==> config.mk <==
export PLATFORM = sky130hd
export DESIGN_NAME = cascaded_biquad_iir_filter_unit_flat
export DESIGN_NICKNAME = d
export VERILOG_FILES = /design/src/rtl/core/cbq_pkg.sv /design/src/rtl/core/cbq_if.sv /design/src/rtl/core/cascaded_biquad_iir_filter_unit.sv /design/src/rtl/core/cbq_mem.sv /design/src/rtl/core/cbq_engine.sv /design/src/flat_wrapper.sv
export SDC_FILE = /design/constraint.sdc
export NUM_CORES = 2
export LEC_CHECK = 0
export BUFFER_PORTS_ARGS = -buffer_cell sky130_fd_sc_hd__buf_2
export CORE_MARGIN = 8
export CORE_UTILIZATION = 57
export DETAILED_ROUTE_END_ITERATION = 7
export PLACE_DENSITY = 0.77
export SLEW_MARGIN = 10
export SYNTH_ARGS = -nofsm -noshare
export SYNTH_HDL_FRONTEND = slang
export SYNTH_HIERARCHICAL = 1
export SYNTH_SLANG_ARGS = --single-unit
==> constraint.sdc <==
create_clock -name clk_i -period 8.3 [get_ports clk_i]
set_input_delay 1.66 -clock clk_i [delete_from_list [all_inputs] [get_ports clk_i]]
set_output_delay 1.66 -clock clk_i [all_outputs]
set_load 0.05 [all_outputs]
==> src/rtl/core/cbq_pkg.sv <==
package cbq_pkg;

  localparam int ACC_W    = 32;
  localparam int SAMPLE_W = 16;
  localparam int COEF_W   = 18;
  localparam int SCALE_W  = 18;
  localparam int NSEC_W   = 4;
  localparam int CSEC_W   = 3;
  localparam int CIDX_W   = 3;
  localparam int OUT_W    = 18;
  localparam int NCOEF    = 5;
  localparam int APB_DW   = 32;
  localparam int APB_AW   = 3;

  localparam logic signed [SCALE_W-1:0] SCALE_RST = 18'sd16384;
  localparam logic [NSEC_W-1:0]         NSEC_RST  = 4'd1;

  // Configuration register indexes.
  localparam logic REG_SCALE = 1'b0;
  localparam logic REG_NSEC  = 1'b1;

  // Coefficient slots within one section.
  localparam logic [CIDX_W-1:0] COEF_A1 = 3'd0;
  localparam logic [CIDX_W-1:0] COEF_A2 = 3'd1;
  localparam logic [CIDX_W-1:0] COEF_B0 = 3'd2;
  localparam logic [CIDX_W-1:0] COEF_B1 = 3'd3;
  localparam logic [CIDX_W-1:0] COEF_B2 = 3'd4;

  // Steps of one section pass.
  localparam logic [2:0] STEP_RD_A1  = 3'd0;
  localparam logic [2:0] STEP_RD_A2  = 3'd1;
  localparam logic [2:0] STEP_RD_B1  = 3'd2;
  localparam logic [2:0] STEP_RD_B2  = 3'd3;
  localparam logic [2:0] STEP_RD_B0  = 3'd4;
  localparam logic [2:0] STEP_ACC_B2 = 3'd5;
  localparam logic [2:0] STEP_ACC_B0 = 3'd6;

  typedef enum logic [2:0] {
    ENG_IDLE,
    ENG_SCALE,
    ENG_LOAD,
    ENG_SEC,
    ENG_DONE
  } eng_state_e;

  typedef struct packed {
    logic coef_re;
    logic hist_re;
    logic hist_we;
  } mem_ctrl_t;

endpackage

==> src/rtl/core/cbq_if.sv <==
interface cbq_in_if;
  logic                                     valid;
  logic                                     ready;
  logic                                     mode;
  logic signed [cbq_pkg::SAMPLE_W-1:0]      sample;
  logic        [cbq_pkg::CSEC_W-1:0]        coef_section;
  logic        [cbq_pkg::CIDX_W-1:0]        coef_index;
  logic signed [cbq_pkg::COEF_W-1:0]        coef_value;

  modport source (output valid, mode, sample, coef_section, coef_index, coef_value,
                  input ready);
  modport sink   (input valid, mode, sample, coef_section, coef_index, coef_value,
                  output ready);
endinterface

interface cbq_out_if;
  logic                                 valid;
  logic                                 ready;
  logic signed [cbq_pkg::OUT_W-1:0]     filtered;

  modport source (output valid, filtered, input ready);
  modport sink   (input valid, filtered, output ready);
endinterface

==> src/rtl/core/cascaded_biquad_iir_filter_unit.sv <==
// Cascaded biquad IIR filter, Q14 fixed point, direct form II.
// Input channel in_i carries one item at a time. A coefficient item (mode 1)
// writes one of a1, a2, b0, b1, b2 of one section in the cycle it is taken
// and gives no result. A sample item (mode 0) is scaled by input_scale and
// run through active_sections sections; it gives one item on out_o.
// All section arithmetic goes through one shared 18-bit multiplier, one
// product per cycle, with coefficients and history words read from two
// synchronous memories.
// The next item is taken in the cycle its predecessor's result appears; a
// coefficient item leaves the block idle. Each section pass runs the five
// taps through the multiplier plus the read and accumulate steps around it.
// Results sit in an output register; if the receiver stalls, one finished
// result waits there and the block still takes a new item, holding its next
// result until the register is free.
// Reset clears all coefficients and history to zero at once (valid bits, no
// clearing pass), sets input_scale to 1.0 and active_sections to one.
// Configuration is to be written by the user over the APB port only while no
// sample is in work; the block itself does not enforce this.
module cascaded_biquad_iir_filter_unit #(
  parameter int MAX_SECTIONS = 8,
  parameter int FRAC_BITS    = 14
) (
  input  logic                            clk_i,
  input  logic                            rst_ni,
  cbq_in_if.sink                          in_i,
  cbq_out_if.source                       out_o,
  input  logic                            psel,
  input  logic                            penable,
  input  logic                            pwrite,
  input  logic [cbq_pkg::APB_AW-1:0]      paddr,
  input  logic [cbq_pkg::APB_DW-1:0]      pwdata,
  output logic [cbq_pkg::APB_DW-1:0]      prdata,
  output logic                            pready
);

  localparam int HW    = cbq_pkg::ACC_W - FRAC_BITS;
  localparam int SEC_W = (MAX_SECTIONS > 1) ? $clog2(MAX_SECTIONS) : 1;

  logic signed [cbq_pkg::SCALE_W-1:0] scale_q;
  logic [cbq_pkg::NSEC_W-1:0]         nsec_q;
  logic                               reg_idx;
  logic                               cfg_wr;

  logic                               in_acc;
  logic                               eng_idle;
  logic                               cw_en;
  cbq_pkg::mem_ctrl_t                 mem_ctrl;
  logic [SEC_W-1:0]                   eng_sec;
  logic [cbq_pkg::CIDX_W-1:0]         eng_k;
  logic [2*HW-1:0]                    hist_wdata;
  logic signed [cbq_pkg::COEF_W-1:0]  coef_rd;
  logic [2*HW-1:0]                    hist_rd;
  logic                               res_valid;
  logic signed [cbq_pkg::OUT_W-1:0]   res;
  logic                               out_free;

  logic                               out_valid_q;
  logic signed [cbq_pkg::OUT_W-1:0]   filtered_q;

  // Configuration registers.
  assign pready  = 1'b1;
  assign reg_idx = paddr[2];
  assign cfg_wr  = psel && penable && pwrite;

  always_ff @(posedge clk_i or negedge rst_ni) begin
    if (!rst_ni) begin
      scale_q <= cbq_pkg::SCALE_RST;
      nsec_q  <= cbq_pkg::NSEC_RST;
    end else if (cfg_wr) begin
      case (reg_idx)
        cbq_pkg::REG_SCALE: scale_q <= pwdata[cbq_pkg::SCALE_W-1:0];
        cbq_pkg::REG_NSEC:  nsec_q  <= pwdata[cbq_pkg::NSEC_W-1:0];
        default: ;
      endcase
    end
  end

  always_comb begin
    case (reg_idx)
      cbq_pkg::REG_SCALE: prdata = cbq_pkg::APB_DW'(scale_q);
      cbq_pkg::REG_NSEC:  prdata = cbq_pkg::APB_DW'(nsec_q);
      default:            prdata = '0;
    endcase
  end

  // Input side.
  assign in_i.ready = eng_idle;
  assign in_acc     = in_i.valid && eng_idle;
  assign cw_en      = in_acc && in_i.mode
                      && (32'(in_i.coef_index) < cbq_pkg::NCOEF)
                      && (32'(in_i.coef_section) < MAX_SECTIONS);

  cbq_engine #(
    .MAX_SECTIONS (MAX_SECTIONS),
    .FRAC_BITS    (FRAC_BITS)
  ) u_engine (
    .clk_i        (clk_i),
    .rst_ni       (rst_ni),
    .start_i      (in_acc && !in_i.mode),
    .sample_i     (in_i.sample),
    .scale_i      (scale_q),
    .active_i     (nsec_q),
    .out_free_i   (out_free),
    .coef_i       (coef_rd),
    .hist_i       (hist_rd),
    .ctrl_o       (mem_ctrl),
    .sec_o        (eng_sec),
    .coef_k_o     (eng_k),
    .hist_wdata_o (hist_wdata),
    .idle_o       (eng_idle),
    .res_valid_o  (res_valid),
    .res_o        (res)
  );

  cbq_mem #(
    .MAX_SECTIONS (MAX_SECTIONS),
    .HW           (HW)
  ) u_mem (
    .clk_i        (clk_i),
    .rst_ni       (rst_ni),
    .ctrl_i       (mem_ctrl),
    .rd_sec_i     (eng_sec),
    .rd_k_i       (eng_k),
    .hist_wdata_i (hist_wdata),
    .cw_en_i      (cw_en),
    .cw_sec_i     (SEC_W'(in_i.coef_section)),
    .cw_k_i       (in_i.coef_index),
    .cw_data_i    (in_i.coef_value),
    .coef_o       (coef_rd),
    .hist_o       (hist_rd)
  );

  // Output register.
  assign out_free = !out_valid_q || out_o.ready;

  always_ff @(posedge clk_i or negedge rst_ni) begin
    if (!rst_ni) begin
      out_valid_q <= 1'b0;
    end else if (res_valid) begin
      out_valid_q <= 1'b1;
    end else if (out_o.ready) begin
      out_valid_q <= 1'b0;
    end
  end

  always_ff @(posedge clk_i) begin
    if (res_valid) begin
      filtered_q <= res;
    end
  end

  assign out_o.valid    = out_valid_q;
  assign out_o.filtered = filtered_q;

endmodule

==> src/rtl/core/cbq_mem.sv <==
module cbq_mem #(
  parameter int MAX_SECTIONS = 8,
  parameter int HW           = 18,
  localparam int SEC_W       = (MAX_SECTIONS > 1) ? $clog2(MAX_SECTIONS) : 1
) (
  input  logic                                  clk_i,
  input  logic                                  rst_ni,
  input  cbq_pkg::mem_ctrl_t                    ctrl_i,
  input  logic [SEC_W-1:0]                      rd_sec_i,
  input  logic [cbq_pkg::CIDX_W-1:0]            rd_k_i,
  input  logic [2*HW-1:0]                       hist_wdata_i,
  input  logic                                  cw_en_i,
  input  logic [SEC_W-1:0]                      cw_sec_i,
  input  logic [cbq_pkg::CIDX_W-1:0]            cw_k_i,
  input  logic signed [cbq_pkg::COEF_W-1:0]     cw_data_i,
  output logic signed [cbq_pkg::COEF_W-1:0]     coef_o,
  output logic [2*HW-1:0]                       hist_o
);

  localparam int CDEPTH = MAX_SECTIONS * cbq_pkg::NCOEF;
  localparam int CA_W   = $clog2(CDEPTH);

  logic [cbq_pkg::COEF_W-1:0] coef_mem [CDEPTH];
  logic [2*HW-1:0]            hist_mem [MAX_SECTIONS];

  // Never-written entries read as zero through these valid bits.
  logic [CDEPTH-1:0]       coef_vld_q;
  logic [MAX_SECTIONS-1:0] hist_vld_q;

  logic [cbq_pkg::COEF_W-1:0] coef_rd_q;
  logic                       coef_rdv_q;
  logic [2*HW-1:0]            hist_rd_q;
  logic                       hist_rdv_q;

  logic [CA_W-1:0] cw_addr;
  logic [CA_W-1:0] cr_addr;

  assign cw_addr = CA_W'(32'(cw_sec_i) * cbq_pkg::NCOEF + 32'(cw_k_i));
  assign cr_addr = CA_W'(32'(rd_sec_i) * cbq_pkg::NCOEF + 32'(rd_k_i));

  always_ff @(posedge clk_i) begin
    if (cw_en_i) begin
      coef_mem[cw_addr] <= cw_data_i;
    end
    if (ctrl_i.coef_re) begin
      coef_rd_q <= coef_mem[cr_addr];
    end
  end

  // The history row is written back while the same row's read data is held,
  // and the next read of that row comes only with the next item.
  always_ff @(posedge clk_i) begin
    if (ctrl_i.hist_we) begin
      hist_mem[rd_sec_i] <= hist_wdata_i;
    end
    if (ctrl_i.hist_re) begin
      hist_rd_q <= hist_mem[rd_sec_i];
    end
  end

  always_ff @(posedge clk_i or negedge rst_ni) begin
    if (!rst_ni) begin
      coef_vld_q <= '0;
      hist_vld_q <= '0;
      coef_rdv_q <= 1'b0;
      hist_rdv_q <= 1'b0;
    end else begin
      if (cw_en_i) begin
        coef_vld_q[cw_addr] <= 1'b1;
      end
      if (ctrl_i.hist_we) begin
        hist_vld_q[rd_sec_i] <= 1'b1;
      end
      if (ctrl_i.coef_re) begin
        coef_rdv_q <= coef_vld_q[cr_addr];
      end
      if (ctrl_i.hist_re) begin
        hist_rdv_q <= hist_vld_q[rd_sec_i];
      end
    end
  end

  assign coef_o = coef_rdv_q ? $signed(coef_rd_q) : '0;
  assign hist_o = hist_rdv_q ? hist_rd_q : '0;

endmodule

==> src/rtl/core/cbq_engine.sv <==
module cbq_engine #(
  parameter int MAX_SECTIONS = 8,
  parameter int FRAC_BITS    = 14,
  localparam int HW          = cbq_pkg::ACC_W - FRAC_BITS,
  localparam int SEC_W       = (MAX_SECTIONS > 1) ? $clog2(MAX_SECTIONS) : 1
) (
  input  logic                                  clk_i,
  input  logic                                  rst_ni,
  input  logic                                  start_i,
  input  logic signed [cbq_pkg::SAMPLE_W-1:0]   sample_i,
  input  logic signed [cbq_pkg::SCALE_W-1:0]    scale_i,
  input  logic [cbq_pkg::NSEC_W-1:0]            active_i,
  input  logic                                  out_free_i,
  input  logic signed [cbq_pkg::COEF_W-1:0]     coef_i,
  input  logic [2*HW-1:0]                       hist_i,
  output cbq_pkg::mem_ctrl_t                    ctrl_o,
  output logic [SEC_W-1:0]                      sec_o,
  output logic [cbq_pkg::CIDX_W-1:0]            coef_k_o,
  output logic [2*HW-1:0]                       hist_wdata_o,
  output logic                                  idle_o,
  output logic                                  res_valid_o,
  output logic signed [cbq_pkg::OUT_W-1:0]      res_o
);

  localparam int OPB_W  = (HW > cbq_pkg::SAMPLE_W) ? HW : cbq_pkg::SAMPLE_W;
  localparam int PROD_W = cbq_pkg::COEF_W + OPB_W;
  localparam int CNT_W  = $clog2(MAX_SECTIONS + 1);

  cbq_pkg::eng_state_e state_q, state_d;
  logic [2:0]       step_q, step_d;
  logic [SEC_W-1:0] sec_q, sec_d;

  logic [cbq_pkg::ACC_W-1:0] x_q, x_d;
  logic [cbq_pkg::ACC_W-1:0] acc_q, acc_d;
  logic [cbq_pkg::ACC_W-1:0] prod_q;

  logic [CNT_W-1:0]          nsec;
  logic                      last_sec;
  logic [HW-1:0]             w1, w2, w_new;
  logic signed [cbq_pkg::COEF_W-1:0] opa;
  logic signed [OPB_W-1:0]   opb;
  logic signed [PROD_W-1:0]  prod_full;
  logic signed [cbq_pkg::ACC_W-1:0] x_shr;

  always_comb begin
    if (32'(active_i) > MAX_SECTIONS) begin
      nsec = CNT_W'(MAX_SECTIONS);
    end else begin
      nsec = CNT_W'(active_i);
    end
  end

  assign last_sec = (32'(sec_q) + 32'd1) == 32'(nsec);

  assign w1    = hist_i[HW-1:0];
  assign w2    = hist_i[2*HW-1:HW];
  assign w_new = acc_q[cbq_pkg::ACC_W-1:FRAC_BITS];

  // Shared multiplier: the scale product first, then five taps per section.
  // The scale product is formed while the sample is still on the input.
  always_comb begin
    if (state_q == cbq_pkg::ENG_IDLE) begin
      opa = scale_i;
      opb = OPB_W'(sample_i);
    end else begin
      opa = coef_i;
      if (step_q inside {cbq_pkg::STEP_RD_A2, cbq_pkg::STEP_RD_B2}) begin
        opb = OPB_W'($signed(w1));
      end else if (step_q inside {cbq_pkg::STEP_RD_B1, cbq_pkg::STEP_RD_B0}) begin
        opb = OPB_W'($signed(w2));
      end else begin
        opb = OPB_W'($signed(w_new));
      end
    end
  end

  assign prod_full = opa * opb;

  assign x_shr = $signed(x_q) >>> FRAC_BITS;
  assign res_o = x_shr[cbq_pkg::OUT_W-1:0];

  assign sec_o        = sec_q;
  assign hist_wdata_o = {w1, w_new};

  always_comb begin
    state_d     = state_q;
    step_d      = step_q;
    sec_d       = sec_q;
    x_d         = x_q;
    acc_d       = acc_q;
    ctrl_o      = '0;
    coef_k_o    = cbq_pkg::COEF_A1;
    idle_o      = 1'b0;
    res_valid_o = 1'b0;

    case (state_q)
      cbq_pkg::ENG_IDLE: begin
        idle_o = 1'b1;
        if (start_i) begin
          state_d = cbq_pkg::ENG_SCALE;
        end
      end
      cbq_pkg::ENG_SCALE: begin
        x_d     = prod_q;
        state_d = cbq_pkg::ENG_LOAD;
      end
      cbq_pkg::ENG_LOAD: begin
        step_d = cbq_pkg::STEP_RD_A1;
        sec_d  = '0;
        if (nsec == '0) begin
          state_d = cbq_pkg::ENG_DONE;
        end else begin
          state_d = cbq_pkg::ENG_SEC;
        end
      end
      cbq_pkg::ENG_SEC: begin
        // Feedback taps go first so that w is ready before b0 is read.
        step_d = step_q + 3'd1;
        case (step_q)
          cbq_pkg::STEP_RD_A1: begin
            ctrl_o.coef_re = 1'b1;
            ctrl_o.hist_re = 1'b1;
            coef_k_o       = cbq_pkg::COEF_A1;
            acc_d          = x_q;
          end
          cbq_pkg::STEP_RD_A2: begin
            ctrl_o.coef_re = 1'b1;
            coef_k_o       = cbq_pkg::COEF_A2;
          end
          cbq_pkg::STEP_RD_B1: begin
            ctrl_o.coef_re = 1'b1;
            coef_k_o       = cbq_pkg::COEF_B1;
            acc_d          = acc_q - prod_q;
          end
          cbq_pkg::STEP_RD_B2: begin
            ctrl_o.coef_re = 1'b1;
            coef_k_o       = cbq_pkg::COEF_B2;
            acc_d          = acc_q - prod_q;
          end
          cbq_pkg::STEP_RD_B0: begin
            ctrl_o.coef_re = 1'b1;
            ctrl_o.hist_we = 1'b1;
            coef_k_o       = cbq_pkg::COEF_B0;
            x_d            = prod_q;
          end
          cbq_pkg::STEP_ACC_B2: begin
            x_d = x_q + prod_q;
          end
          cbq_pkg::STEP_ACC_B0: begin
            x_d    = x_q + prod_q;
            step_d = cbq_pkg::STEP_RD_A1;
            if (last_sec) begin
              state_d = cbq_pkg::ENG_DONE;
            end else begin
              sec_d = sec_q + SEC_W'(1);
            end
          end
          default: begin
            step_d = cbq_pkg::STEP_RD_A1;
          end
        endcase
      end
      cbq_pkg::ENG_DONE: begin
        if (out_free_i) begin
          res_valid_o = 1'b1;
          state_d     = cbq_pkg::ENG_IDLE;
        end
      end
      default: begin
        state_d = cbq_pkg::ENG_IDLE;
      end
    endcase
  end

  always_ff @(posedge clk_i or negedge rst_ni) begin
    if (!rst_ni) begin
      state_q <= cbq_pkg::ENG_IDLE;
      step_q  <= cbq_pkg::STEP_RD_A1;
      sec_q   <= '0;
    end else begin
      state_q <= state_d;
      step_q  <= step_d;
      sec_q   <= sec_d;
    end
  end

  always_ff @(posedge clk_i) begin
    x_q    <= x_d;
    acc_q  <= acc_d;
    prod_q <= prod_full[cbq_pkg::ACC_W-1:0];
  end

endmodule

==> src/flat_wrapper.sv <==
// flat-port wrapper written by rule: the top's interface ports become plain ports
module cascaded_biquad_iir_filter_unit_flat 
#(
  parameter int MAX_SECTIONS = 8,
  parameter int FRAC_BITS    = 14
)
  (clk_i, rst_ni, psel, penable, pwrite, paddr, pwdata, prdata, pready, in_i_valid, in_i_mode, in_i_sample, in_i_coef_section, in_i_coef_index, in_i_coef_value, in_i_ready, out_o_valid, out_o_filtered, out_o_ready);
  cbq_in_if in_i_i ();
  cbq_out_if out_o_i ();
  input  logic clk_i;
  input  logic rst_ni;
  input  logic psel;
  input  logic penable;
  input  logic pwrite;
  input  logic [cbq_pkg::APB_AW-1:0] paddr;
  input  logic [cbq_pkg::APB_DW-1:0] pwdata;
  output logic [cbq_pkg::APB_DW-1:0] prdata;
  output logic pready;
  input wire logic [$bits(in_i_i.valid)-1:0] in_i_valid;
  input wire logic [$bits(in_i_i.mode)-1:0] in_i_mode;
  input wire logic [$bits(in_i_i.sample)-1:0] in_i_sample;
  input wire logic [$bits(in_i_i.coef_section)-1:0] in_i_coef_section;
  input wire logic [$bits(in_i_i.coef_index)-1:0] in_i_coef_index;
  input wire logic [$bits(in_i_i.coef_value)-1:0] in_i_coef_value;
  output wire logic [$bits(in_i_i.ready)-1:0] in_i_ready;
  output wire logic [$bits(out_o_i.valid)-1:0] out_o_valid;
  output wire logic [$bits(out_o_i.filtered)-1:0] out_o_filtered;
  input wire logic [$bits(out_o_i.ready)-1:0] out_o_ready;
  assign in_i_i.valid = in_i_valid;
  assign in_i_i.mode = in_i_mode;
  assign in_i_i.sample = in_i_sample;
  assign in_i_i.coef_section = in_i_coef_section;
  assign in_i_i.coef_index = in_i_coef_index;
  assign in_i_i.coef_value = in_i_coef_value;
  assign in_i_ready = in_i_i.ready;
  assign out_o_valid = out_o_i.valid;
  assign out_o_filtered = out_o_i.filtered;
  assign out_o_i.ready = out_o_ready;
  cascaded_biquad_iir_filter_unit #(.MAX_SECTIONS(MAX_SECTIONS), .FRAC_BITS(FRAC_BITS)) u_core (.clk_i(clk_i), .rst_ni(rst_ni), .in_i(in_i_i), .out_o(out_o_i), .psel(psel), .penable(penable), .pwrite(pwrite), .paddr(paddr), .pwdata(pwdata), .prdata(prdata), .pready(pready));
endmodule
==> reports/results.ini <==
[outcome]
status = finished clean

[timing]
period_needed_ns = 8.008
finalHoldViolCount = 0
max_freq_ghz = 0.1249
finalSetupTns_ns = 0
rsz0062_at_grt = false
tightest_slew_ns = 1.352
fin_crit_sh = 0.9648
slew_viol_final = 0
fin_ws_ns = 0.2923
skew_ns = 0.09044
setup_violations = 0
slew_headroom = 0.09799

[synth]
yosysWarnings = 6
synth_flop_cell = edfxtp_1
ys_seq_area_frac = 0.5702
syn_area_um2 = 64980
ys_seq_elements = 1258
ys_types = 93
avgSynthCellArea_um2 = 14.42
ys_async_sr_fraction = 0.06518
synth_fp_nets = 5063
netlist_instances = 4506
synth_edf_count = 1144

[global_routing]
grt_max_degree = 72
antenna_found_initial = 11
grt_use_total = 0.2555
grt_pass1_wl_mm = 242.4
grt-ovfl-total = 0
first_global_vias = 39292

[placed_design]
dp_cells = 6018
io_buffers = 118
gp_congestion = 0.9226
detailedPlace.worstSlack_ns = 0.3493
dp_hpwl_mm = 106.5

[detailed_routing]
drt_iter0_drc = 4095
wl_per_cell_um = 25.98
ant_nets = 0
totalWireLength_mm = 162.2
viasPerCell = 6.169
first_pass_iters = 5
route.detailed.drc = 0
vias = 38512

[worst_setup_path]
cp-end-kind = flop
max_stage_delay_ns = 0.58
arrival_ns = 8.57
required_ns = 8.87
crit_path_frequent_cell = fa_1
cp-start-kind = flop
crit_type = reg -> reg
cp_max_fo = 32
critPathTopFamily = adder cells
critPathSlowestCell = dfrtp_1
path_buf_inv = 10

[cells_and_area]
area_delta_synth_final_pct = 9.193
num-nets-final = 5184
fillCellCount = 8141
stdcell_count = 6243
drive_gt1_frac = 0.1716
area.sequential_um2 = 37060
multi_input_area_um2 = 24940

[cts]
cts_hold_buffers = 0
cts-resized-gates = 0
h-tree-depth = 3
clock_latency_ns = 0.75
cts_tree = yes
cts_made_buffers = 118
cts_root_buf = clkbuf_16
path_clk_slew_ns = 0.06
clockBufferDepth = 3
cts.sinks = 1258

[die]
pin_count = 136
coreArea_um2 = 113700
rows = 124
start_util = 0.5714
die-area_um2 = 125100
die_h_um = 353.6
die_x_um = 353.6

[worst_hold_path]
min_path_type = reg -> reg

[job]
maxCapViolCount = 0

## final timing paths
kind,endpoint,start,cells past startpoint,slack (ns)
setup / recovery,u_core/u_engine/prod_q[31],u_core/u_engine/step_q[2],30,0.29
hold / removal,u_core/u_mem/hist_vld_q[4],u_core/u_mem/hist_vld_q[4],1,0.46
min in group asynchronous,u_core/scale_q[17],rst_ni,1,0.81
max in group asynchronous,u_core/u_engine/sec_o[1],rst_ni,2,6.05
hold reg to reg,u_core/u_mem/hist_vld_q[4],u_core/u_mem/hist_vld_q[4],1,0.46
setup reg to reg,u_core/u_engine/prod_q[31],u_core/u_engine/step_q[2],30,0.29
## state kept, by name (all words and copies together) (netlist names)
signal                   count
u_core/u_mem/coef_rdv_q      1
u_core/u_mem/coef_rd_q      18
u_core/u_engine/sec_o        3
u_core/u_engine/state_q      3
u_core/u_mem/coef_mem      720
u_core/u_mem/hist_rd_q      36
u_core/scale_q              18
u_core/out_o.valid           1
u_core/out_o.filtered       18
u_core/u_engine/acc_q       32
u_core/u_mem/hist_vld_q      8
u_core/u_mem/coef_vld_q     40
u_core/u_mem/hist_mem      288
u_core/u_engine/x_q         32
u_core/u_mem/hist_rdv_q      1
u_core/u_engine/step_q       3
u_core/u_engine/prod_q      32
u_core/nsec_q                4
## kinds of logic (layout without fill, tap and decap cells)
kind of cell,count (synthesis),after routing,share of synthesized area
simple gates,950,950,0.06601
buf+inv,678,898,0.04953
flops,1258,1258,0.5702
xor+xnor,94,94,0.01279
mux,473,473,0.1146
other cells,1,6,0.00005771
compound gates,578,578,0.06093
fa+ha+maj,474,474,0.1259
## stage by stage
stage	utilization	instance area, µm²	hold slack (ns)
floorplan	-	64980	0.4337
global placement	0.5904	67140	0.4428
detailed placement	0.5904	67140	0.4480
CTS	0.6236	70920	0.4628
global route	0.6238	70940	0.4741
finish	0.6239	70950	0.4637
## cell usage in the layout, fill, tap and decap left out, types with 32 or more instances in the layout
master	count
mux4_2	158
buf_2	117
clkbuf_16	119
a21oi_1	129
o22a_1	34
xnor2_1	54
inv_1	426
nor2_2	38
edfxtp_1	1144
nand2_1	326
and2_1	64
dfrtp_1	77
a22oi_1	60
o21bai_1	47
nand3_1	51
dfxtp_1	32
buf_4	128
fa_1	299
nor2_1	281
clkbuf_1	33
mux4_1	33
nand2b_1	35
o21ai_0	101
mux2_2	107
ha_1	172
mux2i_1	162
nor2b_1	36
xor2_1	37
## per-layer routing
metal / up-vias / share of wire / global-route usage
met3: 403 / 0.096 / 0.05318
met1: 19579 / 0.38 / 0.3325
li1: 16523 / - / -
met2: 1999 / 0.48 / 0.4185
met4: 8 / 0.048 / 0.1102
met5: - / 0.00033 / 0
## synth_stat cells (33+ instances only)
library cell	instances	share of area
a21oi_1	131	0.010
a22oi_1	60	0.0069
and2_1	65	0.0063
buf_2	55	0.0042
buf_4	78	0.0090
clkbuf_1	77	0.0044
dfrtp_1	80	0.031
edfxtp_1	1144	0.53
fa_1	300	0.092
ha_1	174	0.034
inv_1	426	0.025
mux2_2	107	0.019
mux2i_1	163	0.025
mux4_1	33	0.013
mux4_2	158	0.055
nand2_1	327	0.019
nand2b_1	35	0.0034
nand3_1	51	0.0039
nor2_1	321	0.019
nor2b_1	37	0.0036
o21ai_0	101	0.0078
o21bai_1	47	0.0054
o22a_1	34	0.0046
xnor2_1	56	0.0075
xor2_1	37	0.0050
## timing repair
action | CTS | global route
endpoints found under the setup margin | 0 | 1
buffers inserted | 0 | 1
endpoints found under the hold margin | 0 | 0
## area by class of cell
type	instances	area share
flip-flops and latches	1258	0.5223
multi-input cells	2570	0.3515
clock buffers	162	0.04566
well taps	1512	0.02666
repair buffers	251	0.02349
inverters	428	0.02264
clock inverters	57	0.007565
diodes	5	0.0001763
Power is not shown: default switching activity piles up to over one toggle a cycle in this logic, so the estimate is an artifact.
